$ cat config.mk
export PLATFORM = sky130hd
export DESIGN_NAME = peripheral_interface_adapter
export DESIGN_NICKNAME = d
export VERILOG_FILES = /design/src/rtl/core/pia_pkg.sv /design/src/rtl/core/pia_core.sv /design/src/rtl/core/peripheral_interface_adapter.sv
export SDC_FILE = /design/constraint.sdc
export NUM_CORES = 1
export LEC_CHECK = 0
export BUFFER_PORTS_ARGS = -buffer_cell sky130_fd_sc_hd__buf_2
export CORE_ASPECT_RATIO = 1.4
export CORE_MARGIN = 2
export CORE_UTILIZATION = 55
export DETAILED_ROUTE_END_ITERATION = 16
export PLACE_DENSITY = 0.76
export SLEW_MARGIN = 20
export SYNTH_ARGS = -nofsm -noshare
export SYNTH_HDL_FRONTEND = slang
export SYNTH_SLANG_ARGS = --single-unit
$ cat constraint.sdc
create_clock -name clk -period 5.9 [get_ports clk]
set_clock_uncertainty 0.2 [all_clocks]
set_input_delay 0.885 -clock clk [delete_from_list [all_inputs] [get_ports clk]]
set_output_delay 0.885 -clock clk [all_outputs]
set_load 0.01 [all_outputs]
$ cat src/rtl/core/pia_pkg.sv
// Shared types and constants of the peripheral interface adapter.
package pia_pkg;

	typedef enum logic [3:0] {
		OP_READ      = 4'd0,
		OP_WRITE     = 4'd1,
		OP_CA1       = 4'd2,
		OP_CA2       = 4'd3,
		OP_CB1       = 4'd4,
		OP_CB2       = 4'd5,
		OP_PINS_A    = 4'd6,
		OP_PINS_B    = 4'd7,
		OP_TICK      = 4'd8,
		OP_RESET_LN  = 4'd9
	} op_t;

	localparam logic [1:0] RS_PORT_A = 2'd0;
	localparam logic [1:0] RS_CTRL_A = 2'd1;
	localparam logic [1:0] RS_PORT_B = 2'd2;
	localparam logic [1:0] RS_CTRL_B = 2'd3;

	// control register bit positions
	localparam int CTRL_IRQ1_EN    = 0;
	localparam int CTRL_LINE1_RISE = 1;
	localparam int CTRL_DATA_SEL   = 2;
	localparam int CTRL_IRQ2_EN    = 3;
	localparam int CTRL_LINE2_RISE = 4;
	localparam int CTRL_LINE2_OUT  = 5;

	// line-2 modes, control bits 5..3
	localparam logic [2:0] MODE_HANDSHAKE = 3'd4;
	localparam logic [2:0] MODE_PULSE     = 3'd5;
	localparam logic [2:0] MODE_LOW       = 3'd6;
	localparam logic [2:0] MODE_HIGH      = 3'd7;

	localparam logic [7:0] READ_IDLE = 8'hFF;
	localparam logic [7:0] PINS_RESET = 8'hFF;

	typedef struct packed {
		logic [3:0] opcode;
		logic [1:0] reg_select;
		logic [7:0] write_data;
		logic       line_level;
		logic [7:0] elapsed_cycles;
	} item_t;

	typedef struct packed {
		logic [7:0] port_b_dirs;
		logic [7:0] port_b_latch;
		logic [7:0] port_a_dirs;
		logic [7:0] port_a_latch;
		logic       cb2_level;
		logic       ca2_level;
		logic       irq_b;
		logic       irq_a;
		logic [7:0] read_data;
	} result_t;

endpackage

$ cat src/rtl/core/pia_core.sv
// Register file of the adapter and the next-state logic for one event.
module pia_core (
	input  logic               clk,
	input  logic               arst_n,
	input  logic               step,
	input  pia_pkg::item_t     item,
	output pia_pkg::result_t   result
);

	logic [1:0][7:0] out_q, dir_q, pins_q;
	logic [1:0][5:0] ctrl_q;
	logic [1:0][1:0] lines_q, flags_q;   // [side][0] line/flag 1, [side][1] line/flag 2
	logic [1:0]      drive_q, pend_q;
	logic            rst_lvl_q;

	logic [1:0][7:0] out_n, dir_n, pins_n;
	logic [1:0][5:0] ctrl_n;
	logic [1:0][1:0] lines_n, flags_n;
	logic [1:0]      drive_n, pend_n;
	logic            rst_lvl_n;
	logic [7:0]      rd;
	logic            side, which, prev, rise_sel, hit;
	logic [2:0]      md;
	logic [1:0]      irq;

	always_comb begin
		out_n     = out_q;
		dir_n     = dir_q;
		pins_n    = pins_q;
		ctrl_n    = ctrl_q;
		lines_n   = lines_q;
		flags_n   = flags_q;
		drive_n   = drive_q;
		pend_n    = pend_q;
		rst_lvl_n = rst_lvl_q;
		rd        = pia_pkg::READ_IDLE;
		prev      = 1'b0;
		rise_sel  = 1'b0;
		hit       = 1'b0;
		md        = 3'd0;

		// bus accesses pick the side from the register select, line events from the opcode
		if (item.opcode == pia_pkg::OP_READ || item.opcode == pia_pkg::OP_WRITE) begin
			side  = item.reg_select[1];
			which = 1'b0;
		end else begin
			side  = (item.opcode == pia_pkg::OP_CB1) || (item.opcode == pia_pkg::OP_CB2);
			which = (item.opcode == pia_pkg::OP_CA2) || (item.opcode == pia_pkg::OP_CB2);
		end

		unique case (item.opcode)
			pia_pkg::OP_READ: begin
				if (item.reg_select[0]) begin
					rd = {flags_q[side][0], flags_q[side][1], ctrl_q[side]};
				end else if (!ctrl_q[side][pia_pkg::CTRL_DATA_SEL]) begin
					rd = dir_q[side];
				end else begin
					rd = (out_q[side] & dir_q[side]) | (pins_q[side] & ~dir_q[side]);
					flags_n[side] = 2'b00;
					// only a port A read starts the CA2 handshake
					if (!side) begin
						md = ctrl_q[0][5:3];
						if (md == pia_pkg::MODE_HANDSHAKE) begin
							drive_n[0] = 1'b0;
						end else if (md == pia_pkg::MODE_PULSE) begin
							drive_n[0] = 1'b0;
							pend_n[0]  = 1'b1;
						end
					end
				end
			end
			pia_pkg::OP_WRITE: begin
				if (item.reg_select[0]) begin
					ctrl_n[side] = item.write_data[5:0];
					md           = item.write_data[5:3];
					pend_n[side] = 1'b0;
					if (md[2])
						flags_n[side][1] = 1'b0;
					if (md == pia_pkg::MODE_HANDSHAKE || md == pia_pkg::MODE_PULSE ||
					    md == pia_pkg::MODE_HIGH)
						drive_n[side] = 1'b1;
					else if (md == pia_pkg::MODE_LOW)
						drive_n[side] = 1'b0;
				end else if (!ctrl_q[side][pia_pkg::CTRL_DATA_SEL]) begin
					dir_n[side] = item.write_data;
				end else begin
					out_n[side] = item.write_data;
					// only a port B write starts the CB2 handshake
					if (side) begin
						md = ctrl_q[1][5:3];
						if (md == pia_pkg::MODE_HANDSHAKE) begin
							drive_n[1] = 1'b0;
						end else if (md == pia_pkg::MODE_PULSE) begin
							drive_n[1] = 1'b0;
							pend_n[1]  = 1'b1;
						end
					end
				end
			end
			pia_pkg::OP_CA1, pia_pkg::OP_CA2, pia_pkg::OP_CB1, pia_pkg::OP_CB2: begin
				// line 2 in an output mode ignores input events entirely
				if (!(which && ctrl_q[side][pia_pkg::CTRL_LINE2_OUT])) begin
					prev     = lines_q[side][which];
					rise_sel = which ? ctrl_q[side][pia_pkg::CTRL_LINE2_RISE]
					                 : ctrl_q[side][pia_pkg::CTRL_LINE1_RISE];
					hit      = rise_sel ? (!prev && item.line_level) : (prev && !item.line_level);
					lines_n[side][which] = item.line_level;
					if (hit) begin
						flags_n[side][which] = 1'b1;
						if (!which && ctrl_q[side][5:3] == pia_pkg::MODE_HANDSHAKE)
							drive_n[side] = 1'b1;
					end
				end
			end
			pia_pkg::OP_PINS_A: pins_n[0] = item.write_data;
			pia_pkg::OP_PINS_B: pins_n[1] = item.write_data;
			pia_pkg::OP_TICK: begin
				if (item.elapsed_cycles != 8'd0) begin
					drive_n = drive_q | pend_q;
					pend_n  = 2'b00;
				end
			end
			pia_pkg::OP_RESET_LN: begin
				if (item.line_level != rst_lvl_q) begin
					rst_lvl_n = item.line_level;
					if (!item.line_level) begin
						out_n   = '0;
						dir_n   = '0;
						ctrl_n  = '0;
						lines_n = '0;
						flags_n = '0;
						drive_n = '0;
						pend_n  = '0;
					end
				end
			end
			default: ;
		endcase

		for (int s = 0; s < 2; s++) begin
			irq[s] = (flags_n[s][0] & ctrl_n[s][pia_pkg::CTRL_IRQ1_EN]) |
			         (~ctrl_n[s][pia_pkg::CTRL_LINE2_OUT] & flags_n[s][1] &
			          ctrl_n[s][pia_pkg::CTRL_IRQ2_EN]);
		end

		result.read_data    = rd;
		result.irq_a        = irq[0];
		result.irq_b        = irq[1];
		result.ca2_level    = drive_n[0];
		result.cb2_level    = drive_n[1];
		result.port_a_latch = out_n[0];
		result.port_a_dirs  = dir_n[0];
		result.port_b_latch = out_n[1];
		result.port_b_dirs  = dir_n[1];
	end

	always_ff @(posedge clk or negedge arst_n) begin
		if (!arst_n) begin
			out_q     <= '0;
			dir_q     <= '0;
			pins_q    <= {pia_pkg::PINS_RESET, pia_pkg::PINS_RESET};
			ctrl_q    <= '0;
			lines_q   <= '0;
			flags_q   <= '0;
			drive_q   <= '0;
			pend_q    <= '0;
			rst_lvl_q <= 1'b1;
		end else if (step) begin
			out_q     <= out_n;
			dir_q     <= dir_n;
			pins_q    <= pins_n;
			ctrl_q    <= ctrl_n;
			lines_q   <= lines_n;
			flags_q   <= flags_n;
			drive_q   <= drive_n;
			pend_q    <= pend_n;
			rst_lvl_q <= rst_lvl_n;
		end
	end

endmodule

$ cat src/rtl/core/peripheral_interface_adapter.sv
// An accepted input beat is registered in the input register, and its result in the result register.
// Throughput: one event per cycle while m_axis_tready is high; the input register and the result
// register let a new beat in while the previous result waits for m_axis_tready.
// Each event is settled in the single logic stage between those two registers.
// Reset (arst_n low): registers, flags and line drives clear, pins read all ones.
module peripheral_interface_adapter (
	input  logic        clk,
	input  logic        arst_n,
	input  logic        s_axis_tvalid,
	output logic        s_axis_tready,
	input  logic [23:0] s_axis_tdata,  // write_data[7:0], line_level[8], elapsed_cycles[16:9]
	input  logic [5:0]  s_axis_tuser,  // opcode[3:0], reg_select[5:4]
	output logic        m_axis_tvalid,
	input  logic        m_axis_tready,
	output logic [47:0] m_axis_tdata   // read_data[7:0], irq_a[8], irq_b[9], ca2_level[10],
	                                   // cb2_level[11], port_a_latch[19:12], port_a_dirs[27:20],
	                                   // port_b_latch[35:28], port_b_dirs[43:36]
);

	pia_pkg::item_t   item_s1, item_in;
	pia_pkg::result_t res_comb, res_q;
	logic             valid_s1, out_valid_q, advance;

	assign item_in.opcode         = s_axis_tuser[3:0];
	assign item_in.reg_select     = s_axis_tuser[5:4];
	assign item_in.write_data     = s_axis_tdata[7:0];
	assign item_in.line_level     = s_axis_tdata[8];
	assign item_in.elapsed_cycles = s_axis_tdata[16:9];

	assign advance       = valid_s1 && (!out_valid_q || m_axis_tready);
	assign s_axis_tready = !valid_s1 || advance;

	always_ff @(posedge clk or negedge arst_n) begin
		if (!arst_n) begin
			valid_s1    <= 1'b0;
			out_valid_q <= 1'b0;
		end else begin
			if (s_axis_tvalid && s_axis_tready)
				valid_s1 <= 1'b1;
			else if (advance)
				valid_s1 <= 1'b0;
			if (advance)
				out_valid_q <= 1'b1;
			else if (m_axis_tready)
				out_valid_q <= 1'b0;
		end
	end

	always_ff @(posedge clk) begin
		if (s_axis_tvalid && s_axis_tready)
			item_s1 <= item_in;
		if (advance)
			res_q <= res_comb;
	end

	pia_core u_core (
		.clk    (clk),
		.arst_n (arst_n),
		.step   (advance),
		.item   (item_s1),
		.result (res_comb)
	);

	assign m_axis_tvalid = out_valid_q;
	assign m_axis_tdata  = {4'b0000, res_q};

endmodule

==> flow_metrics.env, run 1 <==
export IMPL_dpl_hpwl_mm=12.1
export IMPL_outcome="complete, no violations"
export IMPL_yosys_top_cells_area="edfxtp_1, dfrtp_1, a22o_1, dfstp_2, o21ai_0"
export IMPL_drv_slew=0
export IMPL_cts_resized=0
export IMPL_slew_headroom=0.272
export IMPL_dieHeight_um=136
export IMPL_crit_required_ps=5870
export IMPL_gr_usage_all_layers=0.278
export IMPL_netlist_area_sq_um=6830
export IMPL_ctsRootBufferMaster="clkbuf_16"
export IMPL_cts_tree="yes"
export IMPL_fmax_mhz=272
export IMPL_drc=0
export IMPL_swShare=0.281
export IMPL_holdCritPathClass="reg2reg"
export IMPL_timing_final_ws_setup_ps=2230
export IMPL_p_switching_w=0.000726
export IMPL_core_area_sq_um=12300
export IMPL_hold_viol_final=0
export IMPL_grt_pass1_wl_mm=28.2
export IMPL_syn_inst=577
export IMPL_combPwrFrac=0.120
export IMPL_num_vias=5270
export IMPL_nNetsFinal=668
export IMPL_critPathMaxStageDelay_ps=920
export IMPL_reg2reg_depth=6
export IMPL_ys_warn_count=0
export IMPL_postSynthAreaPerCell_sq_um=11.8
export IMPL_arrival_ps=3640
export IMPL_clock_sinks=142
export IMPL_cts_buffer_depth=2
export IMPL_critPathKind="reg2reg"
export IMPL_synth_seq_area_share=0.573
export IMPL_ctsHoldBuffers=0
export IMPL_synth_edf_count=67
export IMPL_crit_path_end_kind="flop"
export IMPL_synth_largest_area_cell="edfxtp_1"
export IMPL_fp_row_count=48
export IMPL_die_x_um=98.2
export IMPL_cts_setup_buffers=0
export IMPL_path_cells="or2_0 > o21ai_1 > o41ai_1 > nand3_1 > a21oi_1 > a21oi_1"
export IMPL_synth_main_ff_cell="edfxtp_1"
export IMPL_wl_per_cell_um=22.6
export IMPL_ys_types=76
export IMPL_cp_start_kind="flop"
export IMPL_cpMostUsedCell="a21oi_1"
export IMPL_p_seq_frac=0.493
export IMPL_grt_pass1_vias=5148
export IMPL_r2r_start="item_s1[20]$_DFFE_PP_"
export IMPL_path_clk_slew_ps=60
export IMPL_drt_pass1_iter_count=5
export IMPL_grt_ovfl_total=0
export IMPL_htreeDepth=4
export IMPL_report_final_setup_viol=0
export IMPL_min_to="u_core.lines_q[1]$_DFFE_PN0P_"
export IMPL_worstSkewPairLatency_ps=430
export IMPL_ant_nets=0
export IMPL_io_pins=84
export IMPL_peakVddDrop_mv=0.211
export IMPL_slowest_stage="edfxtp_1"
export IMPL_die_area_sq_um=13300
export IMPL_antenna_found_initial=0
export IMPL_syn_to_final_growth_pct=14.0
export IMPL_synthArstFlopShare=0.528
export IMPL_cts_buffers=17
export IMPL_gp_congestion=0.942
export IMPL_diodes=0
export IMPL_dp_slack_ps=2090
export IMPL_routed_via_density=6.61
export IMPL_p_leak_nw=3.07
export IMPL_r2r_end="m_axis_tdata[10]$_DFFE_PP_"
export IMPL_rsz0062_at_grt="no"
export IMPL_p_per_area_nw_per_um2=332
export IMPL_drive_gt1_frac=0.253
export IMPL_fin_setup_tns_ps=0
export IMPL_initial_core_util=0.557
export IMPL_reg2reg_slack_ps=2230
export IMPL_min_period_over_period=0.622
export IMPL_clkPwrFrac=0.387
export IMPL_hold_start="u_core.lines_q[1]$_DFFE_PN0P_"
export IMPL_yosys_area_top_type_share=0.295
export IMPL_port_buffers=72
export IMPL_p_int_w=0.00186
export IMPL_hold_depth=1
export IMPL_cap_violations=0
export IMPL_worst_pin_slew_ps=1080
export IMPL_fin_crit_ps=3670
export IMPL_grt_max_degree=76
export IMPL_routed_wl_mm=18.0
export IMPL_drt_iter0_drc=525
export IMPL_nFillCells=964
export IMPL_crit_path_max_fanout=24
export IMPL_synth_seq_cells=142
## registers in the layout, summed over array words and instances, names as in the netlist
signal            flops
u_core.dir_q         16
u_core.pend_q         2
u_core.ctrl_q        12
m_axis_tdata         44
u_core.rst_lvl_q      1
valid_s1              1
u_core.pins_q        16
u_core.drive_q        2
m_axis_tvalid         1
item_s1              23
u_core.lines_q        4
u_core.out_q         16
u_core.flags_q        4
## metal layers
metal | vias to the layer above | wire (um) | global-route usage
met2 | 272 | 9260 | 0.482
met3 | 53 | 1090 | 0.0478
met1 | 2593 | 6830 | 0.333
li1 | 2352 | - | -
met4 | 0 | 847 | 0.148
met5 | - | 0 | 0
## stage by stage
stage	instance area, sq um	hold WS [ps]	power (W)	util	instances
6_report	7780	302	0.00258	0.635	797
5_1_grt	7780	302	0.00267	0.635	797
4_1_cts	7780	298	0.00258	0.635	797
3_5_place_dp	7230	284	0.00159	0.590	765
3_3_place_gp	7230	272	0.00158	0.590	765
2_1_floorplan	6840	257	0.00148	-	580
## how the worst max path moves through the flow
stage,to,cells past startpoint,slack [ps],startpoint
2_1_floorplan,u_core.flags_q[2]$_DFFE_PN0P_,6,2510,m_axis_tready
5_1_grt,m_axis_tdata[10]$_DFFE_PP_,6,2040,item_s1[20]$_DFFE_PP_
3_5_place_dp,u_core.pend_q[1]$_DFFE_PN0P_,7,2090,m_axis_tready
6_report,m_axis_tdata[10]$_DFFE_PP_,6,2230,item_s1[20]$_DFFE_PP_
4_1_cts,m_axis_tdata[10]$_DFFE_PP_,6,2350,item_s1[20]$_DFFE_PP_
3_3_place_gp,u_core.pend_q[1]$_DFFE_PN0P_,7,2150,m_axis_tready
## kinds of logic (layout without fill, tap and decap cells)
family	count (synthesis)	count (layout)	share of synthesized area
AO/OA/AOI/OAI	212	212	0.231
flip-flops	142	142	0.573
AND/OR/NAND/NOR	139	139	0.120
buffers and inverters	60	127	0.0396
multiplexers	21	21	0.0339
adder cells (fa/ha/maj)	1	1	0.00147
other	1	4	0.000549
XOR/XNOR	1	1	0.00128
## cell usage after synthesis, types with 5 or more instances
library cell and count:
a211oi_1 9, mux2_2 17, clkbuf_1 19, o31ai_1 5, buf_2 12, nand2_1 48
inv_1 18, a21oi_1 23, dfrtp_1 58, nor4_1 6, nand3b_1 7, a311oi_1 7
and3_1 8, edfxtp_1 67, nor2b_1 6, nor2_1 13, o21ai_0 44, dfstp_2 17
nor3_1 6, a22o_1 76, a31oi_1 6, buf_4 6, nand2b_1 8, nand3_1 6
a21o_1 6
## worst max-delay path, delay by kind of cell (launching register included)
kind               cells  cell delay, ps
AOI/OAI and AO/OA      4            1370
and+or+nand+nor        2             920
DFF                    1             920
## layout make-up
class	instances	area, sq um	share of cell area
Clock buffer	17	425	0.0547
Clock inverter	15	126	0.0162
Inverter	18	67.6	0.00868
Multi-Input combinational cell	378	2670	0.343
Sequential cell	142	3910	0.502
Tap cell	150	188	0.0241
Timing Repair Buffer	77	398	0.0511
## power groups by stage
stage               logic, W  clock network (W)  registers, W
floorplan           0.000219                  0       0.00126
detailed placement  0.000304                  0       0.00129
CTS                 0.000307            0.00101       0.00127
global placement    0.000295                  0       0.00128
global route        0.000337            0.00105       0.00129
finish              0.000309            0.00100       0.00127
## cells in the final DEF, fill, tap and decap left out, drive strengths merged, types with 3 or more instances in the layout
| cell type | n |
|---|---|
| and3 | 8 |
| clkbuf | 17 |
| nand2 | 49 |
| nand3 | 6 |
| a311oi | 8 |
| nor2b | 6 |
| inv | 25 |
| o21ai | 48 |
| nor4 | 9 |
| nand2b | 8 |
| a21o | 6 |
| dfrtp | 58 |
| mux2i | 4 |
| buf | 77 |
| a211oi | 10 |
| nand3b | 7 |
| conb | 4 |
| a21oi | 23 |
| mux2 | 17 |
| o22ai | 3 |
| a32o | 5 |
| nor2 | 15 |
| or2 | 3 |
| a22o | 76 |
| nor3 | 10 |
| o31ai | 5 |
| edfxtp | 67 |
| a31oi | 6 |
| and2 | 5 |
| clkinvlp | 3 |
| clkinv | 5 |
| dfstp | 17 |
Note: power is estimated with default switching activity, not from simulation.
==> run 2, diff against run 1 <==
--- a/config.mk
+++ b/config.mk
@@ -5,6 +5,7 @@
 export SDC_FILE = /design/constraint.sdc
 export NUM_CORES = 1
 export LEC_CHECK = 0
+export ABC_AREA = 1
 export BUFFER_PORTS_ARGS = -buffer_cell sky130_fd_sc_hd__buf_2
 export CORE_ASPECT_RATIO = 1.4
 export CORE_MARGIN = 2
==> constraint.sdc (replaced) <==
create_clock -name clk -period 3.45 [get_ports clk]
set_clock_uncertainty 0.2 [all_clocks]
set_input_delay 0.5175 -clock clk [delete_from_list [all_inputs] [get_ports clk]]
set_output_delay 0.5175 -clock clk [all_outputs]
set_load 0.01 [all_outputs]
==> run 2 against run 1 <==
Global-route usage rose by 0.19 points. Fmax rose by 34%. Cell area up 2.5%. Worst hold slack worse by 280 ps. Die area is 1.3% higher. Combinational power increased to 5.4 times the previous value. Cell count increased by 23%. Critical path depth rose by 4. Non-clock buffer count is the same. Utilization increased by 1.3 points. Via count is 12% higher. Synthesized cell count up 29%.
==> flow_metrics.env, run 2 <==
export IMPL_outcome="complete, no violations"
export IMPL_rsz0062_at_grt="no"
export IMPL_antenna_found_initial=0
export IMPL_synth_main_ff_cell="edfxtp_1"
export IMPL_routed_via_density=6.05
export IMPL_fmax_mhz=364
export IMPL_ys_warn_count=0
export IMPL_path_cells="nor2_4 > nand2_4 > nor2_4 > inv_2 > nand2_4 > inv_1 > o21ai_0 > nand3_1 > nand3_1 > nand3_1"
export IMPL_cap_violations=0
export IMPL_die_x_um=98.8
export IMPL_dieHeight_um=137
export IMPL_io_pins=84
export IMPL_crit_path_max_fanout=27
export IMPL_dpl_hpwl_mm=12.6
export IMPL_largest_reg_flops=44
export IMPL_crit_required_ps=3400
export IMPL_synthTopCellsByCount="nand2_1, o21ai_0, inv_1"
export IMPL_fin_crit_ps=2740
export IMPL_grt_max_degree=65
export IMPL_netlist_area_sq_um=6920
export IMPL_path_clk_slew_ps=60
export IMPL_fin_area_sq_um=7980
export IMPL_worstSkewPairLatency_ps=420
export IMPL_ys_types=46
export IMPL_crit_path_end_kind="flop"
export IMPL_holdCritPathClass="in2async"
export IMPL_final_core_util=0.648
export IMPL_cts_buffer_depth=2
export IMPL_drc=0
export IMPL_wl_per_cell_um=18.6
export IMPL_grt_pass1_vias=5791
export IMPL_ctsRootBufferMaster="clkbuf_16"
export IMPL_synth_seq_area_share=0.565
export IMPL_yosys_area_top_type_share=0.291
export IMPL_syn_to_final_growth_pct=15.3
export IMPL_slew_headroom=0.344
export IMPL_slowest_stage="edfxtp_1"
export IMPL_diodes=0
export IMPL_core_area_sq_um=12300
export IMPL_peakVddDrop_mv=0.359
export IMPL_p_leak_nw=3.40
export IMPL_fin_setup_tns_ps=0
export IMPL_nFillCells=967
export IMPL_synth_seq_cells=142
export IMPL_dpl_cell_area_sq_um=7400
export IMPL_gp_congestion=0.940
export IMPL_synth_edf_count=67
export IMPL_synth_most_common_cell="nand2_1"
export IMPL_layout_commonest_cell="nand2_1"
export IMPL_syn_inst=742
export IMPL_gr_usage_all_layers=0.280
export IMPL_drt_pass1_iter_count=7
export IMPL_layout_common_cells="nand2_1, o21ai_0, inv_1, buf_2, edfxtp_1"
export IMPL_cpMostUsedCell="nand3_1"
export IMPL_critPathMaxStageDelay_ps=520
export IMPL_reg2reg_slack_ps=710
export IMPL_nNetsFinal=848
export IMPL_cts_resized=0
export IMPL_fin_total_pwr_w=0.00616
export IMPL_drt_iter0_drc=483
export IMPL_clock_sinks=142
export IMPL_arrival_ps=2690
export IMPL_drv_slew=0
export IMPL_routed_wl_mm=18.2
export IMPL_cts_tree="yes"
export IMPL_synthArstFlopShare=0.528
export IMPL_drive_gt1_frac=0.219
export IMPL_cp_start_kind="flop"
export IMPL_ctsHoldBuffers=0
export IMPL_r2r_start="item_s1[20]$_DFFE_PP_"
export IMPL_synth_largest_area_cell="edfxtp_1"
export IMPL_grt_ovfl_total=0
export IMPL_htreeDepth=4
export IMPL_postSynthAreaPerCell_sq_um=9.33
export IMPL_critPathKind="reg2reg"
export IMPL_fp_row_count=48
export IMPL_grt_pass1_wl_mm=28.8
export IMPL_dp_slack_ps=771
export IMPL_hold_viol_final=0
export IMPL_initial_core_util=0.562
export IMPL_cts_buffers=17
export IMPL_startpoint="item_s1[20]$_DFFE_PP_"
export IMPL_min_period_over_period=0.795
export IMPL_num_vias=5912
export IMPL_port_buffers=72
export IMPL_ant_nets=0
export IMPL_p_per_area_nw_per_um2=772
export IMPL_report_final_setup_viol=0
export IMPL_cts_setup_buffers=0
export IMPL_die_area_sq_um=13500
export IMPL_timing_final_ws_setup_ps=706
export IMPL_worst_pin_slew_ps=983
export IMPL_yosys_top_cells_area="edfxtp_1, dfrtp_1, nand2_1, dfstp_2, o21ai_0"
run 2: cell types whose count changed in the layout (fill, tap and decap cells not counted), sizes merged, moves of 8 or more:
| cell | before | now |
|---|---|---|
| nor4 | 9 | 0 |
| o22ai | 3 | 33 |
| inv | 25 | 85 |
| nand2 | 49 | 176 |
| and3 | 8 | 0 |
| mux2 | 17 | 0 |
| nor2 | 15 | 32 |
| nand3 | 6 | 66 |
| nand2b | 8 | 0 |
| a311oi | 8 | 0 |
| o21ai | 48 | 112 |
| a22o | 76 | 0 |
run 2: where the power goes:
group / switching [W] / total [W] / internal (W) / leakage (nW)
clock network: 0.000692 / 0.00182 / 0.00113 / 0.280
logic: 0.00111 / 0.00166 / 0.000557 / 1.55
registers: 0.000309 / 0.00268 / 0.00237 / 1.58
run 2: critical path, delay by kind of cell, from the launching register on:
| kind | cells | cell delay [ps] |
|---|---|---|
| flip-flops | 1 | 520 |
| AND/OR/NAND/NOR | 7 | 1250 |
| buffers and inverters | 2 | 270 |
| AO/OA/AOI/OAI | 1 | 200 |
run 2: kinds of logic after synthesis:
kind of cell           count (synthesis)  share of synthesized area
other                                  1                   0.000542
AOI/OAI and AO/OA                    189                      0.165
DFF                                  142                      0.565
and+or+nand+nor                      294                      0.200
buffers and inverters                116                     0.0698
run 2: final cells by class:
cell class,instances,area (sq um),share of cell area
Clock buffer,20,437,0.0547
Clock inverter,12,146,0.0183
Inverter,89,335,0.0420
Multi-Input combinational cell,487,2540,0.318
Sequential cell,142,3910,0.490
Tap cell,150,188,0.0235
Timing Repair Buffer,77,423,0.0530
run 2: worst paths after layout:
check,cells after the start,to
min reg2reg,2,u_core.drive_q[1]$_DFFE_PN0P_
min in group clk,1,item_s1[18]$_DFFE_PP_
min,1,u_core.dir_q[10]$_DFFE_PN0P_
max in group asynchronous,2,u_core.pins_q[8]$_DFFE_PN1P_
max,10,m_axis_tdata[6]$_SDFFCE_PN1P_
max reg2reg,10,m_axis_tdata[6]$_SDFFCE_PN1P_
run 2: per-stage QoR:
step           hold WS, ps  cells
2_1_floorplan         21.9    745
5_1_grt               57.9    977
3_5_place_dp           267    945
6_report              20.5    977
3_3_place_gp           265    945
4_1_cts               34.8    977
run 2: layer usage:
layer,up-vias,share of wire,GRT usage,wire length (um)
met2,311,0.51,0.468,9210
met4,0,0.078,0.223,1430
li1,2695,-,-,-
met1,2815,0.35,0.311,6390
met5,-,0,0,0
met3,91,0.065,0.0541,1190
==> run 3, diff against run 2 <==
==> constraint.sdc (replaced) <==
create_clock -name clk -period 2.6 [get_ports clk]
set_clock_uncertainty 0.2 [all_clocks]
set_input_delay 0.39 -clock clk [delete_from_list [all_inputs] [get_ports clk]]
set_output_delay 0.39 -clock clk [all_outputs]
set_load 0.01 [all_outputs]
==> run 3 against run 2 <==
Fmax is 14% higher. Non-clock buffer count up 44. Flip-flop and latch count is the same. Critical endpoint is now m_axis_tdata[8]$_DFFE_PP_. Worst hold slack gained 26 ps. Clock power is 35% higher. Sequential share of layout area down 2.4 points. Combinational power rose by 39%. Register-to-register slack worse by 510 ps. First-iteration DRC count increased by 19%.
==> flow_metrics.env, run 3 (same netlist as run 2, synthesis figures left out) <==
export IMPL_final_core_util=0.681
export IMPL_drt_pass1_iter_count=7
export IMPL_port_buffers=72
export IMPL_grt_max_degree=66
export IMPL_cts_setup_buffers=0
export IMPL_die_area_sq_um=13500
export IMPL_nFillCells=937
export IMPL_path_clk_slew_ps=60
export IMPL_critPathKind="reg2reg"
export IMPL_diodes=0
export IMPL_die_x_um=98.8
export IMPL_fin_crit_ps=2400
export IMPL_io_pins=84
export IMPL_min_period_over_period=0.923
export IMPL_worstSkewPairLatency_ps=420
export IMPL_routed_via_density=5.86
export IMPL_hold_viol_final=0
export IMPL_layout_commonest_cell="nand2_1"
export IMPL_clock_sinks=142
export IMPL_fin_setup_tns_ps=0
export IMPL_grt_ovfl_total=0
export IMPL_p_per_area_nw_per_um2=991
export IMPL_outcome="complete, no violations"
export IMPL_routed_wl_mm=18.8
export IMPL_core_area_sq_um=12300
export IMPL_drc=0
export IMPL_worst_pin_slew_ps=719
export IMPL_arrival_ps=2370
export IMPL_slew_headroom=0.519
export IMPL_path_cells="inv_2 > nand2_4 > nand2_4 > buf_4 > nand2_2 > inv_1 > o21ai_0 > o211ai_1 > o21ai_1 > inv_1 > o21ai_1"
export IMPL_gr_usage_all_layers=0.287
export IMPL_largest_reg_flops=44
export IMPL_cap_violations=0
export IMPL_initial_core_util=0.562
export IMPL_multi_input_area_sq_um=2540
export IMPL_grt_pass1_vias=5971
export IMPL_drive_gt1_frac=0.233
export IMPL_fmax_mhz=417
export IMPL_ant_nets=0
export IMPL_grt_pass1_wl_mm=29.4
export IMPL_dpl_hpwl_mm=13.3
export IMPL_cts_resized=0
export IMPL_report_final_setup_viol=0
export IMPL_p_leak_nw=3.61
export IMPL_num_vias=5978
export IMPL_gp_congestion=0.917
export IMPL_antenna_found_initial=0
export IMPL_critPathBufInv=4
export IMPL_ctsRootBufferMaster="clkbuf_16"
export IMPL_rsz0062_at_grt="no"
export IMPL_cts_buffers=17
export IMPL_crit_path_max_fanout=12
export IMPL_slowest_stage="edfxtp_1"
export IMPL_crit_path_end_kind="flop"
export IMPL_dieHeight_um=137
export IMPL_nNetsFinal=892
export IMPL_wl_per_cell_um=18.4
export IMPL_fp_row_count=48
export IMPL_peakVddDrop_mv=0.533
export IMPL_layout_common_cells="nand2_1, o21ai_0, inv_1, buf_2, edfxtp_1"
export IMPL_cts_buffer_depth=2
export IMPL_drv_slew=0
export IMPL_cts_tree="yes"
export IMPL_critPathMaxStageDelay_ps=500
export IMPL_drt_iter0_drc=573
export IMPL_holdCritPathClass="in2reg"
export IMPL_cp_top_family="buffers and inverters"
export IMPL_cp_start_kind="flop"
export IMPL_syn_to_final_growth_pct=21.2
export IMPL_seq_area_sq_um=3910
export IMPL_crit_required_ps=2570
export IMPL_htreeDepth=4
==> run 3: repair_timing <==
action / CTS / global route
endpoints found under the hold margin: 36 / 0
setup endpoints to repair: 0 / 0
hold buffers: 25 / 0
==> run 3: area by class of cell <==
class                           count  share of cell area
Timing Repair Buffer              121              0.0973
Multi-Input combinational cell    487               0.303
Clock buffer                       18              0.0524
Clock inverter                     14              0.0189
Tap cell                          150              0.0224
Inverter                           89              0.0400
Sequential cell                   142               0.466
==> run 3: layer usage <==
layer | vias to the layer above | track usage | share of wire
li1 | 2781 | - | -
met1 | 2828 | 0.316 | 0.36
met2 | 286 | 0.491 | 0.51
met3 | 83 | 0.0495 | 0.052
met4 | 0 | 0.218 | 0.077
met5 | - | 0 | 0
==> run 3: final timing paths <==
path,start,end,slack (ps),depth (start not counted)
max,item_s1[21]$_DFFE_PP_,m_axis_tdata[8]$_DFFE_PP_,200,11
min,m_axis_tready,m_axis_tvalid$_DFFE_PN0P_,50,4
max reg2reg,item_s1[21]$_DFFE_PP_,m_axis_tdata[8]$_DFFE_PP_,200,11
min reg2reg,u_core.drive_q[1]$_DFFE_PN0P_,u_core.drive_q[1]$_DFFE_PN0P_,280,2
max in group asynchronous,arst_n,u_core.rst_lvl_q$_DFFE_PN1P_,1150,3
min in group asynchronous,arst_n,u_core.dir_q[10]$_DFFE_PN0P_,300,2
==> run 3: report_power, final <==
group | switching, W | internal, W
Sequential | 0.000425 | 0.00314
Clock | 0.000992 | 0.00146
Combinational | 0.00149 | 0.000804
Total | 0.00291 | 0.00540
==> run 3: through the flow <==
stage	setup slack [ps]	hold slack (ps)	cells	instance area, sq um	total power, W
final	201	46.9	1021	8390	0.00832
after CTS	248	45.0	1021	8390	0.00829
after global routing	46.3	76.0	1021	8390	0.00874
after detailed placement	261	219	964	7540	0.00580
after global placement	309	212	964	7540	0.00568
after floorplan	206	-106	745	6930	0.00500
==> run 3: worst reg2reg max path: cells and delay by family (launching register included) <==
kind,cells,cell delay (ps)
buffers and inverters,4,640
DFF,1,500
AOI/OAI and AO/OA,4,450
and+or+nand+nor,3,360
